==> src/rtl/cpqp_pkg.sv <==
package cpqp_pkg;

    localparam int HANDLE_W = 16;
    localparam int WORD_W = 64;
    localparam logic [HANDLE_W-1:0] BASE_RESET = 16'hB00;

    typedef enum logic [1:0] {
        OP_CREATE = 2'd0,
        OP_POST   = 2'd1,
        OP_REMOVE = 2'd2,
        OP_CLOSE  = 2'd3
    } opcode_t;

    typedef enum logic [1:0] {
        ST_OK         = 2'd0,
        ST_BAD_HANDLE = 2'd1,
        ST_EMPTY      = 2'd2,
        ST_NO_PORT    = 2'd3
    } status_t;

    typedef enum logic [1:0] {
        S_IDLE,
        S_EXEC,
        S_FETCH,
        S_EMIT
    } state_t;

    typedef struct packed {
        opcode_t             opcode;
        logic [HANDLE_W-1:0] handle;
        logic [WORD_W-1:0]   key_word;
        logic [WORD_W-1:0]   ctx_word;
        logic [WORD_W-1:0]   stat_word;
        logic [WORD_W-1:0]   information;
    } in_item_t;

    typedef struct packed {
        status_t             result_status;
        logic [HANDLE_W-1:0] new_handle;
        logic [WORD_W-1:0]   out_key;
        logic [WORD_W-1:0]   out_context;
        logic [WORD_W-1:0]   out_status;
        logic [WORD_W-1:0]   out_information;
        logic                overflow_dropped;
    } out_item_t;

    typedef struct packed {
        logic [WORD_W-1:0] pkt_key;
        logic [WORD_W-1:0] pkt_ctx;
        logic [WORD_W-1:0] pkt_status;
        logic [WORD_W-1:0] pkt_info;
    } packet_t;

    typedef struct packed {
        logic rd_en;
        logic wr_en;
        logic set_active;
        logic clr_active;
    } tbl_ctl_t;

endpackage

==> src/rtl/cpqp_port_table.sv <==
module cpqp_port_table
    import cpqp_pkg::*;
#(
    parameter int PORT_COUNT = 8,
    parameter int IDX_W = 3,
    parameter int PTR_W = 4,
    parameter int FILL_W = 5
) (
    input  logic              clk,
    input  logic              rst_n,
    input  tbl_ctl_t          ctl,
    input  logic [IDX_W-1:0]  rd_idx,
    input  logic [IDX_W-1:0]  wr_idx,
    input  logic [PTR_W-1:0]  wr_wp,
    input  logic [PTR_W-1:0]  wr_rp,
    input  logic [FILL_W-1:0] wr_fill,
    output logic [PTR_W-1:0]  rd_wp,
    output logic [PTR_W-1:0]  rd_rp,
    output logic [FILL_W-1:0] rd_fill,
    input  logic [IDX_W-1:0]  look_idx,
    output logic              look_active,
    output logic              free_found,
    output logic [IDX_W-1:0]  free_idx
);

    localparam int ENT_W = 2 * PTR_W + FILL_W;

    logic [ENT_W-1:0]      ptr_mem [PORT_COUNT];
    logic [ENT_W-1:0]      rd_data_reg;
    logic [PORT_COUNT-1:0] active_reg;
    logic [PORT_COUNT-1:0] active_next;

    always_ff @(posedge clk)
    begin
        if (ctl.wr_en)
        begin
            ptr_mem[wr_idx] <= {wr_wp, wr_rp, wr_fill};
        end
        if (ctl.rd_en)
        begin
            rd_data_reg <= ptr_mem[rd_idx];
        end
    end

    assign rd_wp   = rd_data_reg[ENT_W-1 -: PTR_W];
    assign rd_rp   = rd_data_reg[FILL_W +: PTR_W];
    assign rd_fill = rd_data_reg[FILL_W-1:0];

    always_comb
    begin
        active_next = active_reg;
        if (ctl.set_active)
        begin
            active_next[wr_idx] = 1'b1;
        end
        if (ctl.clr_active)
        begin
            active_next[wr_idx] = 1'b0;
        end
    end

    always_ff @(posedge clk or negedge rst_n)
    begin
        if (!rst_n)
        begin
            active_reg <= '0;
        end
        else
        begin
            active_reg <= active_next;
        end
    end

    assign look_active = active_reg[look_idx];

    // lowest free port wins
    always_comb
    begin
        free_found = 1'b0;
        free_idx   = '0;
        for (int i = PORT_COUNT - 1; i >= 0; i--)
        begin
            if (!active_reg[i])
            begin
                free_found = 1'b1;
                free_idx   = IDX_W'(i);
            end
        end
    end

endmodule

==> config.mk <==
export PLATFORM = sky130hd
export DESIGN_NAME = cpqp_port_table
export DESIGN_NICKNAME = d
export VERILOG_FILES = /design/src/rtl/cpqp_pkg.sv /design/src/rtl/cpqp_port_table.sv
export SDC_FILE = /design/constraint.sdc
export NUM_CORES = 1
export LEC_CHECK = 0
export BUFFER_PORTS_ARGS = -buffer_cell sky130_fd_sc_hd__buf_4
export CAP_MARGIN = 30
export CORE_MARGIN = 5
export CORE_UTILIZATION = 45
export DETAILED_ROUTE_END_ITERATION = 7
export SLEW_MARGIN = 20
export SYNTH_ARGS = -nofsm -noshare
export SYNTH_HDL_FRONTEND = slang
export SYNTH_SLANG_ARGS = --single-unit
export TNS_END_PERCENT = 50
==> constraint.sdc <==
create_clock -name clk -period 1.6 [get_ports clk]
set_input_delay 0.24 -clock clk [delete_from_list [all_inputs] [get_ports clk]]
set_output_delay 0.24 -clock clk [all_outputs]
set_load 0.01 [all_outputs]
## Word-level counts from Yosys, hierarchy flattened

Memory sizes are Yosys's and may differ from the RTL's. A register that Yosys moved wholly into a read port is not among the register bits.
Index checks and enable logic that the tools add are counted.

- Register bits: 8
- RAM bits: 104
- Input port bits: 28
- Output and inout bits: 18
- Word-level logic and storage cells: 33
- Memories: 1

- $lt $le $gt $ge: 3
- Muxes and demuxes: 24
- Bitwise gates (word level): 3
- Reductions and logical operators: 1

Memory list:

| name | depth | bits a word | read ports | clocked after Yosys merged registers in | wr ports | line | source |
|---|---|---|---|---|---|---|---|
| ptr_mem | 8 | 13 | 1 | 1 | 1 | cpqp_port_table.sv:28 | `logic [ENT_W-1:0] ptr_mem [PORT_COUNT];` |

Operators with widths:

| operator | count |
|---|---|
| 3-bit 2-to-1 mux | 8 |
| 8-bit 2-to-1 mux | 2 |
| 1-bit 2-to-1 mux | 12 |
| 8-bit bitwise AND | 1 |
| 3-bit by 4-bit less-than comparator with 1-bit output (second input constant) | 2 |
| 8-bit NOT | 1 |
| 8-bit bitwise OR | 1 |
| 1-bit binary-select mux with 3-bit select | 1 |
| 1-bit demux with 3-bit select | 1 |
| 3-bit by 1-bit greater-or-equal comparator with 1-bit output (second input constant) | 1 |
| 1-bit logical AND | 1 |

## Depth between registers and ports, before layout

Gate-level depths: netlist of the first run.

- Depth in word-level cells: 8
- Mapped depth: 4
- Gate-level depth less buffers: 3

## Worst setup path before layout of the first run

OpenSTA, ideal clock, no wires.

- Path type: input to register
- Start: input wr_idx[1]
- End: memory ptr_mem[2][0] in the netlist's numbering (enable)
- Library setup time: 0.400 ns
- Arrival: 1.573 ns
- Required time: 1.200 ns
- Setup slack: -0.372 ns
- Stages on the path: 3
- Path buffers: 1
- Cell sequence: clkbuf_1 -> nand2_1 -> nor3_1

RTL lines:

| what | line | source |
|---|---|---|
| start: declaration | cpqp_port_table.sv:13 | `input logic [IDX_W-1:0] wr_idx,` |
| end: declaration | cpqp_port_table.sv:28 |  |

Straight into the memory's write port.

## Worst setup path after layout of the first run

- Start: register active_reg[7]
- End: output look_active

- Longest elaborated chain between the ends: 2

Ends and longest elaborated chain:

| what | line | source |
|---|---|---|
| start: declaration | cpqp_port_table.sv:30 | `logic [PORT_COUNT-1:0] active_reg;` |
| start signal: assignment | cpqp_port_table.sv:70 | `active_reg <= active_next;` |
| 1-bit binary-select mux with 3-bit select | cpqp_port_table.sv:74 | `assign look_active = active_reg[look_idx];` |
| 1-bit 2-to-1 mux (not written as such) | cpqp_port_table.sv:74 |  |
| end: declaration | cpqp_port_table.sv:21 | `output logic look_active,` |

Every way passes these cells. The select of a mux whose other input is x is not followed.

==> results of run 1 <==
## report_power, final
part,leakage (nW),switching [mW],internal (mW)
combinational,0.850,0.322,0.400
clock,0.251,1.22,2.01
sequential,1.17,0.0480,3.75
total,2.27,1.59,6.15
## path summary, 6_finish.rpt
kind,start,end,slack [ps],cells past startpoint
setup / recovery,active_reg[7],look_active,-400,3
hold / removal,wr_idx[0],active_reg[5],30,2
setup reg to reg,ptr_mem[1][8],rd_data_reg[8],190,2
hold reg to reg,active_reg[0],active_reg[0],670,3
max in group asynchronous,rst_n,active_reg[3],1370,2
min in group asynchronous,rst_n,active_reg[6],100,2
## final cells by class
class | count | area (um2)
Multi-Input combinational cell | 88 | 1140
Inverter | 2 | 7.51
Clock inverter | 10 | 76.3
Sequential cell | 125 | 3710
Fill cell | 818 | 4490
Timing Repair Buffer | 84 | 757
Clock buffer | 20 | 425
Tap cell | 140 | 175
## repair_timing
item                                    in CTS  in global routing
endpoints found under the setup margin       5                  5
buffers inserted                             0                  1
pin swaps                                    2                  0
endpoints found under the hold margin      116                  0
hold buffers                                16                  0
gates cloned                                 0                  0
gates resized for setup                      5                  0
## metal layers
layer  up-vias  wire length (um)
li1       1157                 -
met1      1268              4080
met2        58              4660
met3         4               382
met4         0                51
met5         -                 0
## critical path, cell delays in order, from the launching register on
cell	delay [ps]
dfrtp_1	390
mux4_2	480
mux2_4	270
buf_6	120
## cell usage in the layout (no fill, tap or decap), drive strengths merged
| cell | n |
|---|---|
| a21oi | 6 |
| mux4 | 28 |
| clkbuf | 20 |
| buf | 68 |
| bufinv | 1 |
| clkinv | 8 |
| nor2b | 5 |
| dfrtp | 8 |
| edfxtp | 117 |
| nor2 | 7 |
| a41oi | 3 |
| clkinvlp | 1 |
| nor3 | 2 |
| nand2 | 5 |
| o21ai | 2 |
| nand3 | 1 |
| or3 | 1 |
| nand4 | 1 |
| inv | 2 |
| nand2b | 3 |
| dlygate4sd3 | 16 |
| mux2 | 14 |
| a31oi | 10 |
## metrics by stage
step                      power [mW]  setup slack (ps)   util  instances  setup TNS [ps]
after floorplan                 4.18              -357      -        225           -5250
after global placement          4.51             -24.4  0.520        422           -61.4
after detailed placement        4.53             -27.3  0.520        422            -144
after CTS                       7.83              -435  0.583        468           -1150
after global routing            8.08              -463  0.584        469           -1600
final                           7.74              -400  0.584        469           -1150
## kinds of logic (layout without fill, tap and decap cells)
family | count (synthesis) | after routing
buffers and inverters | 12 | 116
AOI/OAI and AO/OA | 21 | 21
and+or+nand+nor | 25 | 25
muxes | 42 | 42
DFF | 125 | 125
==> results.yml, run 1 <==
clock_network:
  clock_sinks: 125
  clk_pin_slew_worst_paths_ps: 50
  cts-root-buf: "clkbuf_8"
  htree_num_levels: 4
  clock_latency_ps: 500
  numCtsBuffers: 17
  cts_max_path_buffers: 2
  tritoncts: "yes"
final_layout:
  syn_to_final_growth_pct: 28.2
  largest_register_ffs: 104
  n_antenna_cell: 0
  fin_area_um2: 6300
  final_layout_size_suffix_gt1_frac: 0.347
  fin_nets: 346
yosys:
  synth_edf_count: 117
  ys_types: 21
  yosys.area_share.adder: 0
  synth_top_cell_by_area: "edfxtp_1"
  synth_compound_area_frac: 0.0262
  synth_commonest_cells: "117 x edfxtp_1, 24 x mux4_1, 14 x mux2_2"
  ys_ff_latch: 125
  synth_top_family_by_area: "multiplexers"
  synth.avg_cell_area_um2: 21.8
  synth_most_common_cell: "edfxtp_1"
  synth_xor_area_frac: 0
  synth-simple-area-share: 0.0250
  synth-async-reset-ratio: 0.0640
  mappedNetlistArea_um2: 4910
  synth_seq_area_share: 0.756
  synth_area_leaders: "edfxtp_1 72%, mux4_1 13%, dfrtp_1 4.1%, mux2_2 3.2%, mux4_2 1.8%"
  synthCells: 225
  yosysWarningCount: 0
  synth_top_area_share: 0.715
  synth-main-ff-cell: "edfxtp_1"
  muxShareOfSynthArea: 0.179
  synth_nets: 253
grt:
  top_usage_layer: "met2"
  grt_overflow_total: 0
  antenna_found_initial: 0
  grt_max_degree: 17
  met3_usage: 0.0544
  grtUsageTotal: 0.154
  gr-usage-met2: 0.245
  grt_pass1_vias: 2681
  grt_pass1_wl_mm: 14.6
  gr-usage-met1: 0.200
detailed_routing:
  drt-initial-drc-count: 193
  drt-total-wl_mm: 9.17
  num_vias: 2487
  drtAntennaViolNets: 0
  drc: 0
  vias_per_cell: 5.30
  wl_per_cell_um: 19.6
  firstDrtPassIters: 4
timing:
  max_slew.worst_pin.slew_ps: 293
  rsz0062_at_grt: "yes"
  maxSlewHeadroom: 0.804
  worst_slack_ps: -400
  fmax_mhz: 500
  final.min_clock_period_ps: 2000
  final_hold_viol_count: 0
  holdWs_ps: 32.1
  finalCritPeriodShare: 1.25
  maxSlewViolCount: 0
  fin_skew_ps: 4.74
  finalSetupViolCount: 5
min_path:
  hold_path_class: "in2reg"
die:
  fp-row-count: 38
  die-area_um2: 13100
  io_pins: 46
  die_h_um: 114
  initial_utilization: 0.455
  die_x_um: 114
  coreArea_um2: 10800
setup_path:
  worstPathRequired_ps: 1360
  crit_path_start_kind: "register"
  cp.arrival_ps: 1760
  cp-end-kind: "primary output"
  crit_path_max_fanout: 2
  crit_type: "reg2out"
outcome:
  failed_checks: "setup timing"
  status: "complete, but fails checks"
power_and_ir_drop:
  power_leakage_nw: 2.27
  powerDensity_nw_per_um2: 1230
  vdd_ir_drop_max_mv: 0.704
flow_run:
  drv_cap: 0
place:
  post_dp_cell_area_um2: 5610
  io_buffers: 45
  dp_hpwl_mm: 5.63
  place.gp.congestion: 0.772
No activity file was read; power rests on OpenSTA's default activity.
==> inputs of run 2 (changes only) <==
--- a/config.mk
+++ b/config.mk
@@ -7,9 +7,10 @@
 export LEC_CHECK = 0
 export BUFFER_PORTS_ARGS = -buffer_cell sky130_fd_sc_hd__buf_4
 export CAP_MARGIN = 30
-export CORE_MARGIN = 5
-export CORE_UTILIZATION = 45
+export CORE_MARGIN = 8
+export CORE_UTILIZATION = 58
 export DETAILED_ROUTE_END_ITERATION = 7
+export PLACE_DENSITY = 0.78
 export SLEW_MARGIN = 20
 export SYNTH_ARGS = -nofsm -noshare
 export SYNTH_HDL_FRONTEND = slang
==> run 2 against run 1 <==
The flow still finishes with violations (setup timing). Largest cell class unchanged. Clock power is 21% higher. Die area decreased by 11%. Critical endpoint unchanged. Critical path type unchanged. Clock skew grew 3.0 ps. Cell count fell by 7.5%.
==> results.yml, run 2 (synthesis results as in run 1) <==
detailed_routing:
  drc: 0
  num_vias: 2518
  firstDrtPassIters: 4
  wl_per_cell_um: 22.8
  drt-initial-drc-count: 193
  drt-total-wl_mm: 9.88
  vias_per_cell: 5.80
  drtAntennaViolNets: 0
power_and_ir_drop:
  power_leakage_nw: 2.31
  p_sw_mw: 1.77
  combPwrFrac: 0.087
  p_int_mw: 6.67
  p_seq_frac: 0.450
  switching_share: 0.210
  power_mw: 8.45
  vdd_ir_drop_max_mv: 0.927
  clockPowerShare: 0.463
  powerDensity_nw_per_um2: 1320
timing:
  fin_skew_ps: 7.74
  holdWs_ps: 35.7
  finalCritPeriodShare: 1.27
  maxSlewHeadroom: 0.785
  max_slew.worst_pin.slew_ps: 322
  finalSetupViolCount: 5
  fmax_mhz: 490
  maxSlewViolCount: 0
  tns_ps: -1450
  rsz0062_at_grt: "yes"
  final_hold_viol_count: 0
  final.min_clock_period_ps: 2040
  worst_slack_ps: -439
die:
  fp-row-count: 33
  die_x_um: 108
  io_pins: 46
  die_h_um: 108
  initial_utilization: 0.598
  die-area_um2: 11700
  coreArea_um2: 8220
place:
  io_buffers: 45
  place.gp.congestion: 0.849
  dp_hpwl_mm: 5.63
min_path:
  hold_path_class: "in2reg"
  hold_depth: 2
  min_to: "active_reg[5]"
  min_from: "wr_idx[2]"
setup_path:
  r2r_end: "rd_data_reg[2]"
  worstPathRequired_ps: 1360
  r2r_start: "ptr_mem[3][2]"
  worstPathCellList: "mux4_2 > mux2_4 > buf_6"
  cpPeakStageDelay_ps: 470
  cpMaxStageDelayCell: "mux4_2"
  crit_path_max_fanout: 2
  r2r_setup_slack_ps: 160
  worst-r2r-cell-count: 2
  cp-end-kind: "primary output"
  crit_type: "reg2out"
  crit_path_start_kind: "register"
  cp.arrival_ps: 1800
final_layout:
  final_cell_mix: "117 x edfxtp_1, 53 x buf_4, 24 x mux4_1"
  fillers: 413
  n_antenna_cell: 0
  largest_register_ffs: 104
  fin_nets: 345
  final_layout_size_suffix_gt1_frac: 0.353
  mostFrequentLayoutCell: "edfxtp_1"
  syn_to_final_growth_pct: 30.3
grt:
  grt_overflow_total: 0
  grt_pass1_wl_mm: 15.2
  grtUsageTotal: 0.181
  antenna_found_initial: 0
  grt_pass1_vias: 2712
  grt_max_degree: 27
clock_network:
  clock_latency_ps: 520
  htree_num_levels: 4
  numCtsBuffers: 17
  cts-root-buf: "clkbuf_8"
  tritoncts: "yes"
  clk_pin_slew_worst_paths_ps: 60
  clock_sinks: 125
  cts_max_path_buffers: 2
flow_run:
  drv_cap: 0
outcome:
  status: "complete, but fails checks"
  failed_checks: "setup timing"
==> run 2: how the worst max path moves through the flow <==
stage / from / end / slack (ps) / depth (start not counted)
after floorplan: wr_idx[1] / ptr_mem[0][0] / -360 / 3
after global placement: rd_idx[1] / rd_data_reg[11] / -20 / 4
after detailed placement: rd_idx[1] / rd_data_reg[9] / -40 / 4
after CTS: active_reg[6] / look_active / -460 / 3
after global routing: active_reg[6] / look_active / -480 / 3
final: active_reg[6] / look_active / -440 / 3
==> run 2: worst max-delay path: cells and delay by family, from the launching register on <==
kind | cells | cell delay (ps)
multiplexers | 2 | 750
flip-flops | 1 | 410
buffers and inverters | 1 | 120
==> run 2: through the flow <==
step / cells / worst slack (ps) / instance area, um2 / util
4_1_cts: 433 / -456 / 6390 / 0.777
6_report: 434 / -439 / 6400 / 0.779
5_1_grt: 434 / -485 / 6400 / 0.779
3_5_place_dp: 384 / -35.5 / 5590 / 0.680
2_1_floorplan: 225 / -357 / 4920 / -
3_3_place_gp: 384 / -24.3 / 5590 / 0.680
==> run 2: per-layer routing <==
layer / wire length, um / part of all wire / global-route usage / vias up
met5: 0 / 0 / 0 / -
met1: 3940 / 0.40 / 0.225 / 1272
met4: 68 / 0.0069 / 0.0644 / 0
li1: - / - / - / 1150
met3: 659 / 0.067 / 0.0631 / 6
met2: 5210 / 0.53 / 0.288 / 90
==> run 2: cell type report <==
cell class | count | area, um2 | share of cell area
clock inverters | 14 | 195 | 0.0305
repair buffers | 83 | 792 | 0.124
clock buffers | 17 | 414 | 0.0647
flip-flops and latches | 125 | 3710 | 0.580
inverters | 2 | 7.51 | 0.00117
well taps | 105 | 131 | 0.0205
multi-input cells | 88 | 1150 | 0.179
==> run 2: power by group through the flow <==
stage / sequential [mW] / combinational, mW / clock [mW]
after floorplan: 3.88 / 0.295 / 0
after CTS: 3.80 / 0.726 / 3.97
after global routing: 3.81 / 0.789 / 4.12
after global placement: 3.85 / 0.641 / 0
final: 3.80 / 0.732 / 3.91
after detailed placement: 3.86 / 0.663 / 0
==> run 2: repair_timing <==
item | in CTS | in global routing
buffers inserted | 0 | 1
hold buffers | 18 | 0
setup endpoints to repair | 5 | 6
resized for setup | 4 | 2
endpoints found under the hold margin | 117 | 0
pin swaps | 1 | 3
